<file path="src/hdl/hmbdj_pkg.sv">
`default_nettype none
// ----------------------------------------------------------------------------
// hmbdj_pkg
// Shared types, address map and codes for the handheld upper memory bus.
// ----------------------------------------------------------------------------
package hmbdj_pkg;

    // bus actions
    localparam logic [1:0] ACT_READ  = 2'd0;
    localparam logic [1:0] ACT_WRITE = 2'd1;
    localparam logic [1:0] ACT_TICK  = 2'd2;
    localparam logic [1:0] ACT_NOP   = 2'd3;

    // special register selects
    localparam logic [2:0] SP_NONE = 3'd0;
    localparam logic [2:0] SP_JOY  = 3'd1;
    localparam logic [2:0] SP_DIV  = 3'd2;
    localparam logic [2:0] SP_DMA  = 3'd3;
    localparam logic [2:0] SP_LY   = 3'd4;
    localparam logic [2:0] SP_IF   = 3'd5;

    // address map
    localparam logic [15:0] ADDR_CART_TOP  = 16'h7FFF;
    localparam logic [15:0] ADDR_XRAM_LO   = 16'hA000;
    localparam logic [15:0] ADDR_XRAM_HI   = 16'hBFFF;
    localparam logic [15:0] ADDR_HRAM      = 16'hFF80;
    localparam logic [15:0] ADDR_JOYP      = 16'hFF00;
    localparam logic [15:0] ADDR_DIV       = 16'hFF04;
    localparam logic [15:0] ADDR_IF        = 16'hFF0F;
    localparam logic [15:0] ADDR_LY        = 16'hFF44;
    localparam logic [15:0] ADDR_DMA       = 16'hFF46;

    // internal store
    localparam int MEM_DEPTH = 32768;
    localparam int MEM_AW    = $clog2(MEM_DEPTH);
    localparam logic [MEM_AW-1:0] MEM_OAM_BASE = 15'h7E00;

    // DMA
    localparam logic [7:0] DMA_LENGTH   = 8'd160;
    localparam logic [7:0] DMA_RAM_PAGE = 8'h80;

    // register bit masks
    localparam logic [7:0] JOYP_FORCE = 8'hCF;
    localparam logic [7:0] JOYP_SEL   = 8'h30;
    localparam logic [7:0] IF_JOYPAD  = 8'h10;
    localparam logic [7:0] BLOCK_DATA = 8'hFF;
    localparam logic [2:0] IRQ_NONE   = 3'd5;

    // command queue
    localparam int QDEPTH = 2;
    localparam int QAW    = (QDEPTH > 1) ? $clog2(QDEPTH) : 1;

    typedef struct packed {
        logic [1:0]  action;
        logic [15:0] address;
        logic [7:0]  write_data;
        logic [7:0]  buttons;
        logic [7:0]  cart_read_data;
        logic        is_cart;
        logic        below_hram;
        logic [2:0]  special;
    } cmd_t;

    typedef struct packed {
        logic [7:0] read_data;
        logic       to_cartridge;
        logic       blocked;
        logic       dma_busy;
        logic [2:0] pending_irq;
    } result_t;

endpackage
`default_nettype wire

</file>
<file path="src/hdl/hmbdj_front.sv">
`default_nettype none
// ----------------------------------------------------------------------------
// hmbdj_front
// Input beat intake: unpacks the beat and decodes address class and
// special register select into a queue command.
// ----------------------------------------------------------------------------
module hmbdj_front
    import hmbdj_pkg::*;
(
    input  wire logic        s_tvalid,
    output logic             s_tready,
    input  wire logic [47:0] s_tdata,   // address, write_data, buttons,
                                        // cart_ram_enabled, cart_read_data
    input  wire logic [1:0]  s_tuser,   // action
    input  wire logic        clearing,
    input  wire logic        q_full,
    output logic             push,
    output cmd_t             cmd
);

    logic [15:0] addr;
    logic        ram_on;
    logic        in_xram;

    assign addr    = s_tdata[15:0];
    assign ram_on  = s_tdata[32];
    assign in_xram = (addr >= ADDR_XRAM_LO) && (addr <= ADDR_XRAM_HI);

    assign s_tready = !clearing && !q_full;
    assign push     = s_tvalid && s_tready;

    always_comb begin
        cmd.action         = s_tuser;
        cmd.address        = addr;
        cmd.write_data     = s_tdata[23:16];
        cmd.buttons        = s_tdata[31:24];
        cmd.cart_read_data = s_tdata[40:33];
        cmd.is_cart        = (addr <= ADDR_CART_TOP) || (in_xram && ram_on);
        cmd.below_hram     = addr < ADDR_HRAM;
        case (addr)
            ADDR_JOYP: cmd.special = SP_JOY;
            ADDR_DIV:  cmd.special = SP_DIV;
            ADDR_DMA:  cmd.special = SP_DMA;
            ADDR_LY:   cmd.special = SP_LY;
            ADDR_IF:   cmd.special = SP_IF;
            default:   cmd.special = SP_NONE;
        endcase
    end

    logic unused_pad;
    assign unused_pad = ^s_tdata[47:41];

endmodule
`default_nettype wire

</file>
<file path="config.mk">
export PLATFORM = sky130hd
export DESIGN_NAME = hmbdj_front
export DESIGN_NICKNAME = d
export VERILOG_FILES = /design/src/hdl/hmbdj_pkg.sv /design/src/hdl/hmbdj_front.sv
export SDC_FILE = /design/constraint.sdc
export NUM_CORES = 1
export LEC_CHECK = 0
export ABC_AREA = 1
export BUFFER_PORTS_ARGS = -buffer_cell sky130_fd_sc_hd__buf_2
export CAP_MARGIN = 40
export CORE_UTILIZATION = 24
export DETAILED_ROUTE_END_ITERATION = 12
export PLACE_DENSITY = 0.9
export SYNTH_ARGS = -nofsm -noshare
export SYNTH_HDL_FRONTEND = slang
export SYNTH_SLANG_ARGS = --single-unit
</file>
<file path="constraint.sdc">
create_clock -name vclk -period 0.8
set_input_delay 0.16 -clock vclk [all_inputs]
set_output_delay 0.16 -clock vclk [all_outputs]
set_load 0.05 [all_outputs]
</file>
; Yosys cells after proc, flatten, opt, wreduce, memory -nomap -nowiden
; Index checks and enable logic that the tools add are counted.
[totals]
register_bits = 0
in_bits = 53
out_inout_bits = 49
word_cells = 17
[op_classes]
magnitude_cmp = 4
eq_ne = 5
mux = 1
n_reduce_logical = 7
[op_table]
columns = cell, n
row1 = "16-bit equality test, second input constant", 5
row2 = "16-bit >= comparator, second input constant", 1
row3 = "16-bit by 15-bit <= comparator with 1-bit output, second input constant", 1
row4 = "16-bit <= comparator, second input constant", 1
row5 = "16-bit less-than comparator, second input constant", 1
row6 = 3-bit one-hot mux with 5 select lines, 1
row7 = 1-bit logical AND, 4
row8 = 1-bit logical NOT, 2
row9 = 1-bit logical OR, 1

; Logic depth before layout (Yosys ltp)
[logic_depth]
word_depth = 4
ltp_mapped = 7
depth_no_buf = 7

; Worst setup path before layout
; No wires, ideal clock.
[synth_timing]
path_type = input to output
start = input q_full
end = output push
t_arrival_ps = 1318
t_required_ps = 640
setup_slack_ps = -678
path_stages = 1
n_path_buf = 0
cell_sequence = nor3b_1
[synth_between]
elab_chain_len = 3
[synth_rtl]
columns = element, line
row1 = "start, declared", hmbdj_front.sv:16  ; input wire logic q_full,
row2 = 1-bit logical NOT, hmbdj_front.sv:29  ; assign s_tready = !clearing && !q_full;
row3 = 1-bit logical AND, hmbdj_front.sv:29
row4 = 1-bit logical AND, hmbdj_front.sv:30  ; assign push = s_tvalid && s_tready;
row5 = "end, declared", hmbdj_front.sv:17  ; output logic push,
; No other way between the ends.

==> results.toml <==
[sta]
finalMaxSlewViolations = 0
setup_violations = 5
fin_crit_sh_pct = 139
slew-limit-headroom_pct = 83.1
fmax_ghz = 0.899
tightest_slew_ns = 0.255
period_minus_slack_ns = 1.11
rsz0062_at_grt = "true"
hold_violations = 0
setup_ws_ns = -0.312

[setup_path]
worstPathRequired_ns = 0.64
cp-endpoint = "cmd[2]"
start_kind = "input port"
crit_path_end_kind = "primary output"
critical_path.max_fanout = 4
critPathLaunch = "s_tdata[13]"
setup.worst_path.class = "in -> out"
critPathTopFamily = "simple AND/OR/NAND/NOR gates"
arrival_ns = 0.95
cp.depth = 6
critPathSlowestCell = "nor2_4"
max_stage_delay_ns = 0.21
crit_buf_inv = 3
crit_chain = "buf_8, nand4_1, nor2_4, inv_4, a21oi_4, buf_6"

[detailed_routing]
first_pass_iters = 3
vias = 495
vias_per_cell = 3.96
drcViolationCount = 0
wl_mm = 1.30
ant_nets = 0
drt_iter0_drc = 1
wl_per_cell_um = 10.4

[synthesis]
ys_seq_area_share_pct = 0
yosysWarnings = 0
synth_common_cells = "buf_4 (42), inv_1 (11), nand2_1 (11), nor2_1 (7), nor2_2 (4)"
synth_area_leader_cell = "buf_4"
syn_nets = 139
synth_area_leaders = "buf_4 (61%), inv_1 (7.9%), nand2_1 (7.9%), nor2_1 (5.0%), nor2_2 (4.8%)"
netlist.area_leader.share_pct = 60.6
syn-cell-area_sq_um = 520
syn_avg_cell_area_sq_um = 6.05
synth.most_common_cell = "buf_4"
yosysUniqueCellTypes = 14
syn_inst = 86

[clock_tree]
ctsHoldBuffers = 0

[finish]
clkbuf_count = 0
seq_cell_count = 0
n_antenna_cell = 0
fin_cells = 125
fin_util_pct = 39.8
area_delta_synth_final_pct = 53.1
fin_nets = 153
fin_area_sq_um = 797
regArea_sq_um = 0
drive_gt1_share_pct = 82.7

[outcome]
violations = "setup timing"
status = "complete, but fails checks"

[power_and_ir_drop]
power_leakage_nw = 0.397
ir_drop_v = 0.000220
power.density_nw_per_um2 = 607

[floorplan]
io_pins = 102
start_util_pct = 26.0
design.die.area_sq_um = 2360
die_y_um = 48.6
num_rows = 16
die_w_um = 48.6
core_sq_um = 2000

[placement]
dp_slack_ns = -0.413
portBuffers = 43
post_dp_cell_area_sq_um = 562
placed_cells = 121
gp_congestion = 0.733
dp_hpwl_um = 928

[worst_hold_path]
hold_path.class = "in -> out"

[global_routing]
grt_pass1_wl_mm = 1.85
grt_max_degree = 6
grt_pass1_vias = 428
grtUsageTotal_pct = 9.51
grt.overflow.total = 0
antenna_found_initial = 0

[run]
maxCapViolCount = 0
==> cells in the final DEF, fill, tap and decap left out, types with 2 or more instances in the layout <==
cell type / netlist / layout
buf_6: 0 / 18
buf_2: 0 / 20
nand2_4: 0 / 2
inv_1: 11 / 4
inv_2: 0 / 6
nand4_1: 2 / 2
nand2_1: 11 / 6
nand2_2: 1 / 4
nor2_1: 7 / 2
nor2_2: 4 / 4
buf_8: 0 / 4
buf_4: 42 / 12
nor2_4: 1 / 6
==> metal layers <==
metal	wire [um]	up-vias	GRT usage, %
li1	-	243	-
met1	422	219	10.3
met2	727	25	18.8
met3	122	8	1.26
met4	31	0	2.94
met5	0	-	0
==> final cells by class <==
cell class / count / area (sq um)
fill: 222 / 1200
timing repair buffer: 54 / 453
inverter: 11 / 43.8
tap: 27 / 33.8
multi-input combinational: 33 / 267
==> cells by family (layout without fill, tap and decap cells) <==
logic type	count (synthesis)	count (layout)	share of synthesized area (%)
AND/OR/NAND/NOR	30	30	27.9
buffers and inverters	53	65	68.5
AO/OA/AOI/OAI	3	3	3.60
==> what timing repair did <==
item,4_1_cts,5_1_grt
pin swaps,12,10
endpoints found under the setup margin,6,8
buffers inserted,2,2
resized for setup,32,21
==> through the flow <==
step	total power, mW	hold slack (ns)	setup TNS, ns
2_1_floorplan	0.645	0.384	-0.557
3_3_place_gp	0.385	0.320	-1.57
3_5_place_dp	0.387	0.320	-1.68
4_1_cts	0.442	0.320	-0.988
5_1_grt	0.507	0.320	-1.36
6_report	0.483	0.320	-1.20
==> worst min path at each step <==
stage                startpoint  endpoint  slack, ns  depth (start not counted)
global placement    s_tdata[27]   cmd[16]       0.32                          0
global route        s_tdata[29]   cmd[18]       0.32                          0
CTS                 s_tdata[27]   cmd[16]       0.32                          0
floorplan              clearing      push       0.38                          1
finish              s_tdata[24]   cmd[13]       0.32                          0
detailed placement  s_tdata[27]   cmd[16]       0.32                          0
==> report_power, final <==
group	switching [mW]	total, mW	internal (mW)
clock network	0	0	0
registers	0	0	0
logic	0.294	0.483	0.189
total	0.294	0.483	0.189
(Power assumes the default switching activity.)
