[config.mk]
export PLATFORM = sky130hd
export DESIGN_NAME = hmbdj_queue
export DESIGN_NICKNAME = d
export VERILOG_FILES = /design/src/hdl/hmbdj_pkg.sv /design/src/hdl/hmbdj_queue.sv
export SDC_FILE = /design/constraint.sdc
export NUM_CORES = 1
export LEC_CHECK = 0
export ABC_AREA = 1
export BUFFER_PORTS_ARGS = -buffer_cell sky130_fd_sc_hd__buf_2
export CAP_MARGIN = 20
export CORE_MARGIN = 10
export CORE_UTILIZATION = 32
export CTS_CLUSTER_DIAMETER = 40
export DETAILED_ROUTE_END_ITERATION = 10
export GPL_ROUTABILITY_DRIVEN = 0
export SYNTH_ARGS = -nofsm -noshare
export SYNTH_HDL_FRONTEND = slang
export SYNTH_SLANG_ARGS = --single-unit
[constraint.sdc]
create_clock -name aclk -period 3 [get_ports aclk]
set_clock_uncertainty 0.2 [all_clocks]
set_input_delay 0.45 -clock aclk [delete_from_list [all_inputs] [get_ports aclk]]
set_output_delay 0.45 -clock aclk [all_outputs]
set_load 0.1 [all_outputs]
[src/hdl/hmbdj_pkg.sv]
`default_nettype none
// ----------------------------------------------------------------------------
// hmbdj_pkg
// Shared types, address map and codes for the handheld upper memory bus.
// ----------------------------------------------------------------------------
package hmbdj_pkg;

    // bus actions
    localparam logic [1:0] ACT_READ  = 2'd0;
    localparam logic [1:0] ACT_WRITE = 2'd1;
    localparam logic [1:0] ACT_TICK  = 2'd2;
    localparam logic [1:0] ACT_NOP   = 2'd3;

    // special register selects
    localparam logic [2:0] SP_NONE = 3'd0;
    localparam logic [2:0] SP_JOY  = 3'd1;
    localparam logic [2:0] SP_DIV  = 3'd2;
    localparam logic [2:0] SP_DMA  = 3'd3;
    localparam logic [2:0] SP_LY   = 3'd4;
    localparam logic [2:0] SP_IF   = 3'd5;

    // address map
    localparam logic [15:0] ADDR_CART_TOP  = 16'h7FFF;
    localparam logic [15:0] ADDR_XRAM_LO   = 16'hA000;
    localparam logic [15:0] ADDR_XRAM_HI   = 16'hBFFF;
    localparam logic [15:0] ADDR_HRAM      = 16'hFF80;
    localparam logic [15:0] ADDR_JOYP      = 16'hFF00;
    localparam logic [15:0] ADDR_DIV       = 16'hFF04;
    localparam logic [15:0] ADDR_IF        = 16'hFF0F;
    localparam logic [15:0] ADDR_LY        = 16'hFF44;
    localparam logic [15:0] ADDR_DMA       = 16'hFF46;

    // internal store
    localparam int MEM_DEPTH = 32768;
    localparam int MEM_AW    = $clog2(MEM_DEPTH);
    localparam logic [MEM_AW-1:0] MEM_OAM_BASE = 15'h7E00;

    // DMA
    localparam logic [7:0] DMA_LENGTH   = 8'd160;
    localparam logic [7:0] DMA_RAM_PAGE = 8'h80;

    // register bit masks
    localparam logic [7:0] JOYP_FORCE = 8'hCF;
    localparam logic [7:0] JOYP_SEL   = 8'h30;
    localparam logic [7:0] IF_JOYPAD  = 8'h10;
    localparam logic [7:0] BLOCK_DATA = 8'hFF;
    localparam logic [2:0] IRQ_NONE   = 3'd5;

    // command queue
    localparam int QDEPTH = 2;
    localparam int QAW    = (QDEPTH > 1) ? $clog2(QDEPTH) : 1;

    typedef struct packed {
        logic [1:0]  action;
        logic [15:0] address;
        logic [7:0]  write_data;
        logic [7:0]  buttons;
        logic [7:0]  cart_read_data;
        logic        is_cart;
        logic        below_hram;
        logic [2:0]  special;
    } cmd_t;

    typedef struct packed {
        logic [7:0] read_data;
        logic       to_cartridge;
        logic       blocked;
        logic       dma_busy;
        logic [2:0] pending_irq;
    } result_t;

endpackage
`default_nettype wire

[src/hdl/hmbdj_queue.sv]
`default_nettype none
// ----------------------------------------------------------------------------
// hmbdj_queue
// Short command queue between decode and execution.
// ----------------------------------------------------------------------------
module hmbdj_queue
    import hmbdj_pkg::*;
(
    input  wire logic aclk,
    input  wire logic aresetn,
    input  wire logic push,
    input  wire cmd_t push_cmd,
    output logic      full,
    input  wire logic pop,
    output logic      head_valid,
    output cmd_t      head
);

    cmd_t             entry_reg [QDEPTH];
    logic [QAW-1:0]   wr_ptr_reg, wr_ptr_next;
    logic [QAW-1:0]   rd_ptr_reg, rd_ptr_next;
    logic [QAW:0]     count_reg, count_next;
    logic             do_push, do_pop;

    assign full       = count_reg == (QAW+1)'(QDEPTH);
    assign head_valid = count_reg != '0;
    assign head       = entry_reg[rd_ptr_reg];
    assign do_push    = push && !full;
    assign do_pop     = pop && head_valid;

    always_comb begin
        wr_ptr_next = wr_ptr_reg;
        rd_ptr_next = rd_ptr_reg;
        count_next  = count_reg;
        if (do_push) begin
            wr_ptr_next = (wr_ptr_reg == QAW'(QDEPTH-1)) ? '0 : wr_ptr_reg + 1'b1;
        end
        if (do_pop) begin
            rd_ptr_next = (rd_ptr_reg == QAW'(QDEPTH-1)) ? '0 : rd_ptr_reg + 1'b1;
        end
        if (do_push && !do_pop) begin
            count_next = count_reg + 1'b1;
        end else if (do_pop && !do_push) begin
            count_next = count_reg - 1'b1;
        end
    end

    always_ff @(posedge aclk) begin
        if (!aresetn) begin
            wr_ptr_reg <= '0;
            rd_ptr_reg <= '0;
            count_reg  <= '0;
        end else begin
            wr_ptr_reg <= wr_ptr_next;
            rd_ptr_reg <= rd_ptr_next;
            count_reg  <= count_next;
        end
    end

    always_ff @(posedge aclk) begin
        if (do_push) begin
            entry_reg[wr_ptr_reg] <= push_cmd;
        end
    end

endmodule
`default_nettype wire

=== Word level (Yosys, flattened, before mapping) ===
Memories as Yosys holds them, arrays and structs flattened. A register that Yosys moved wholly into a read port is not among the register bits.
Cells that the tools add are included.

* Add/subtract/negate cells: 4
* Eq/ne operators: 1
* Muxes and demuxes: 8
* Reduce and logical (&&, ||, !) cells: 9

{| class="wikitable"
|+ Operator list
! cell !! number
|-
| 1-bit two-way mux || 6
|-
| 1-bit logical AND || 4
|-
| 2-bit two-way mux || 2
|-
| 2-bit nonzero test || 2
|-
| 1-bit logical NOT || 3
|-
| 1-bit adder (second input constant) || 2
|-
| 2-bit by 1-bit adder with 2-bit output (second input constant) || 1
|-
| 2-bit == test (second input constant) || 1
|-
| 2-bit by 1-bit subtractor with 2-bit output (second input constant) || 1
|}

* Bits in registers: 4
* Bits in writable memories: 94
* Bits of input ports: 51
* Output and inout bits: 49
* Word-level logic and storage cells: 26
* Memories kept: 1

{| class="wikitable"
|+ Memory list
! memory !! depth !! bits a word !! rd ports !! clocked after Yosys merged registers in !! wr ports !! line !! text
|-
| entry_reg || 2 || 47 || 1 || 1 || 1 || hmbdj_queue.sv:19 || <nowiki>cmd_t entry_reg [QDEPTH];</nowiki>
|}

=== Logic depth before layout (Yosys ltp) ===
* Word-level depth: 7
* Mapped depth: 10
* Depth with buffers taken out: 10

=== Least setup slack after synthesis ===
Ideal clock, no wire load.

* Path kind: input to register
* From: input port push
* To: memory entry_reg[0][0] in the netlist's numbering (enable)
* Setup time: 0.451 ns
* Arrival time: 2.491 ns
* Data required time: 2.349 ns
* Path slack: -0.142 ns
* Stages: 2
* Buffers on the path: 0
* Cell sequence: o21ai_2 -> nor2_1

* Longest elaborated chain between the ends: 3

{| class="wikitable"
|+ Ends and longest elaborated chain
! item !! line !! text
|-
| start: declaration || hmbdj_queue.sv:11 || <nowiki>input wire logic push,</nowiki>
|-
| 1-bit logical AND || hmbdj_queue.sv:28 || <nowiki>assign do_push = push && !full;</nowiki>
|-
| 1-bit two-way mux || hmbdj_queue.sv:61 || <nowiki>if (do_push) begin</nowiki>
|-
| 1-bit two-way mux (not written as such) || hmbdj_queue.sv:62 || <nowiki>entry_reg[wr_ptr_reg] <= push_cmd;</nowiki>
|-
| end: declaration || hmbdj_queue.sv:19 ||
|}

No other way between the ends.

==> impl_table.tex <==
\begin{tabular}{lr}
\hline
Metric & Value \\
\hline
\multicolumn{2}{l}{\textbf{Status}} \\
\quad Outcome & finished clean \\
\multicolumn{2}{l}{\textbf{Clock tree}} \\
\quad Resize count post-CTS & 0 \\
\quad Clock insertion delay at the later pin of the skew report & 330 ps \\
\quad TritonCTS clock tree & built \\
\quad Post CTS Setup Buffer Count & 0 \\
\quad Clk sink count & 99 \\
\quad Maximum level of the CTS H-tree & 3 \\
\quad CTS Buffer Depth & 2 \\
\quad Post-CTS Hold Buffers & 0 \\
\quad Clk Tree Root Cell & sky130\_fd\_sc\_hd\_\_clkbuf\_16 \\
\quad CTS clock-pin slew for the worst setup and hold paths & 70 ps \\
\quad Number of buffers created by CTS & 9 \\
\multicolumn{2}{l}{\textbf{Finish}} \\
\quad Number of flip-flops under the largest register name & 94 \\
\quad Antenna diode count & 0 \\
\quad Relative area change from synthesis to final layout & 27.2\% \\
\quad Multi-input combinational cell area & 772 µm² \\
\quad FF/Latch Area & 2920 µm² \\
\quad Final layout net count & 345 \\
\quad Fin util & 0.417 \\
\quad Number of fillers in the final layout & 1065 \\
\quad Share of final-layout standard cells stronger than drive strength 1 & 0.564 \\
\multicolumn{2}{l}{\textbf{Synthesis}} \\
\quad Area fraction of the dominant cell type after synthesis & 0.751 \\
\quad Async set or reset register ratio after synthesis & 0 \\
\quad Flop and latch count out of synthesis & 99 \\
\quad EDFF count, synth & 94 \\
\quad Most frequent cell after synthesis & sky130\_fd\_sc\_hd\_\_edfxtp\_1 \\
\quad Synth Flop Type & sky130\_fd\_sc\_hd\_\_edfxtp\_1 \\
\quad Avg Inst Size Synth & 20.5 µm² \\
\quad Synthesized area & 3760 µm² \\
\quad Portion of the post-synthesis area used by sequential elements & 0.777 \\
\quad Number of warnings reported in the yosys synthesis log & 0 \\
\quad Distinct cell type count of the synthesized netlist & 16 \\
\quad Dominant cells by area after synthesis & sky130\_fd\_sc\_hd\_\_edfxtp\_1, sky130\_fd\_sc\_hd\_\_mux2\_4, sky130\_fd\_sc\_hd\_\_mux2\_2 \\
\quad Most numerous cell types in the synthesized netlist & sky130\_fd\_sc\_hd\_\_edfxtp\_1, sky130\_fd\_sc\_hd\_\_mux2\_4, sky130\_fd\_sc\_hd\_\_mux2\_2 \\
\quad Synthesized net count & 235 \\
\quad Post-synth top area cell & sky130\_fd\_sc\_hd\_\_edfxtp\_1 \\
\quad Instance count of the mapped netlist & 183 \\
\multicolumn{2}{l}{\textbf{Global route}} \\
\quad Global routing usage on met3 & 0.0398 \\
\quad Met2 layer usage reported by global route & 0.155 \\
\quad Global route overflow & 0 \\
\quad Antenna violations before repair & 0 \\
\quad Maximum number of pins on one net before global-route repair & 48 \\
\quad GR Layer Usage met1 & 0.0967 \\
\quad Global-route wire length before repair & 11600 µm \\
\quad Overall fraction of global-route tracks in use & 0.0910 \\
\quad GR peak layer & met2 \\
\quad Via count of the first global-routing pass & 2202 \\
\multicolumn{2}{l}{\textbf{Run}} \\
\quad Max cap viols & 0 \\
\multicolumn{2}{l}{\textbf{Die}} \\
\quad Starting density of the core & 0.328 \\
\quad Top-Level Pins & 100 \\
\quad Count of standard-cell rows & 39 \\
\quad Chip height & 128 µm \\
\quad Die outline width & 128 µm \\
\quad Placeable core region & 11500 µm² \\
\quad Die ar. & 16500 µm² \\
\multicolumn{2}{l}{\textbf{Min path}} \\
\quad Class of the worst hold path & in2reg \\
\multicolumn{2}{l}{\textbf{Timing}} \\
\quad \# setup viols final & 0 \\
\quad Fin crit period & 2370 ps \\
\quad Final max-slew violation count & 0 \\
\quad Final Hold Vio Count & 0 \\
\quad Worst slew slack as a fraction of its limit & 0.670 \\
\quad Summed negative setup slack over all endpoints & 0 ps \\
\quad Maximum clock frequency & 422 MHz \\
\quad Tcrit/Tclk final & 0.790 \\
\quad RSZ-0062 raised after global routing & no \\
\quad Worst Tran Pin Value & 499 ps \\
\multicolumn{2}{l}{\textbf{Pwr}} \\
\quad Power Dens Cells & 1130 nW/µm² \\
\quad Final Total Pwr & 5.38 mW \\
\quad IR Drop Worst-Case VDD & 0.637 mV \\
\quad Leakage & 1.87 nW \\
\multicolumn{2}{l}{\textbf{Placement}} \\
\quad Count of buffers inserted at the top-level ports & 99 \\
\quad Detailed placer's ending HPWL & 5090 µm \\
\multicolumn{2}{l}{\textbf{Critical path}} \\
\quad Kind of end point of the critical path & output port \\
\quad Kind of start point of the critical path & flip-flop \\
\quad Critical path data arrival time & 1720 ps \\
\quad Highest net fanout along the worst path & 47 \\
\quad Required time at the worst-slack endpoint & 2350 ps \\
\quad Kind of critical path & reg2out \\
\multicolumn{2}{l}{\textbf{Routing}} \\
\quad Post-DRT Antenna Nets & 0 \\
\quad Number of design-rule violations left by the first detailed-router iteration & 86 \\
\quad Vias & 1956 \\
\quad Per-cell routed wire length & 16.7 µm \\
\quad DRC errors left & 0 \\
\quad Final WL & 7370 µm \\
\quad Mean number of vias per cell & 4.44 \\
\quad Detailed Routing Iterations Pass 1 & 4 \\
\hline
\end{tabular}
==> placed cells by master (no fill, tap or decap) <==
| cell type | count |
|---|---|
| sky130_fd_sc_hd__inv_1 | 8 |
| sky130_fd_sc_hd__bufinv_16 | 3 |
| sky130_fd_sc_hd__o21ai_0 | 2 |
| sky130_fd_sc_hd__nor2_1 | 7 |
| sky130_fd_sc_hd__dfxtp_2 | 1 |
| sky130_fd_sc_hd__nand4_1 | 1 |
| sky130_fd_sc_hd__dfxtp_1 | 4 |
| sky130_fd_sc_hd__buf_4 | 4 |
| sky130_fd_sc_hd__nand2_1 | 7 |
| sky130_fd_sc_hd__buf_12 | 1 |
| sky130_fd_sc_hd__nand3_1 | 1 |
| sky130_fd_sc_hd__a21oi_1 | 1 |
| sky130_fd_sc_hd__buf_2 | 99 |
| sky130_fd_sc_hd__mux2_4 | 30 |
| sky130_fd_sc_hd__o21a_1 | 1 |
| sky130_fd_sc_hd__edfxtp_1 | 94 |
| sky130_fd_sc_hd__clkbuf_16 | 9 |
| sky130_fd_sc_hd__clkinv_2 | 1 |
| sky130_fd_sc_hd__clkinv_1 | 3 |
| sky130_fd_sc_hd__o21ai_2 | 1 |
| sky130_fd_sc_hd__nor2_4 | 2 |
| sky130_fd_sc_hd__mux2_2 | 17 |
| sky130_fd_sc_hd__ha_1 | 1 |
==> per-stage QoR <==
step	setup WS [ps]	hold slack (ps)	instance area [µm²]	instances
finish	630	101	4780	441
global route	583	85.3	4780	441
CTS	612	81.6	4780	441
detailed placement	988	294	4450	425
global placement	992	280	4450	425
floorplan	-142	267	3760	183
==> routing by layer <==
metal,up-vias,part of all wire
met1,955,0.39
met3,11,0.080
met4,0,0.017
li1,917,-
met5,-,0
met2,73,0.52
==> critical path, cell delays in order, from the launching register on <==
cell	delay, ps
sky130_fd_sc_hd__dfxtp_2	340
sky130_fd_sc_hd__buf_12	290
sky130_fd_sc_hd__mux2_2	410
sky130_fd_sc_hd__buf_2	300
==> logic make-up after synthesis <==
logic type,count (synthesis),share of synthesized area
AO/OA/AOI/OAI,5,0.00832
multiplexers,47,0.171
adder cells (fa/ha/maj),1,0.00333
buffers and inverters,13,0.0213
AND/OR/NAND/NOR,18,0.0190
flip-flops,99,0.777
==> area by class of cell <==
| type | instances | share of cell area |
|---|---|---|
| Tap cell | 143 | 0.0374 |
| Clock buffer | 9 | 0.0471 |
| Sequential cell | 99 | 0.611 |
| Inverter | 8 | 0.00628 |
| Clock inverter | 7 | 0.0222 |
| Multi-Input combinational cell | 71 | 0.161 |
| Timing Repair Buffer | 104 | 0.114 |
==> worst paths after layout <==
path,startpoint,end,slack (ps),cells past startpoint
worst max-delay path,flip-flop,head[32],630,3
worst min-delay path,push_cmd[33],entry_reg[0][33],100,1
worst max register to register,count_reg[1],count_reg[1],1210,9
worst min register to register,rd_ptr_reg,flip-flop,300,2
==> where the power goes <==
| part | switching [mW] | internal (mW) |
|---|---|---|
| Sequential | 0.0557 | 1.75 |
| Clock | 0.459 | 0.804 |
| Combinational | 1.85 | 0.468 |
Note: power is estimated with default switching activity, not from simulation.
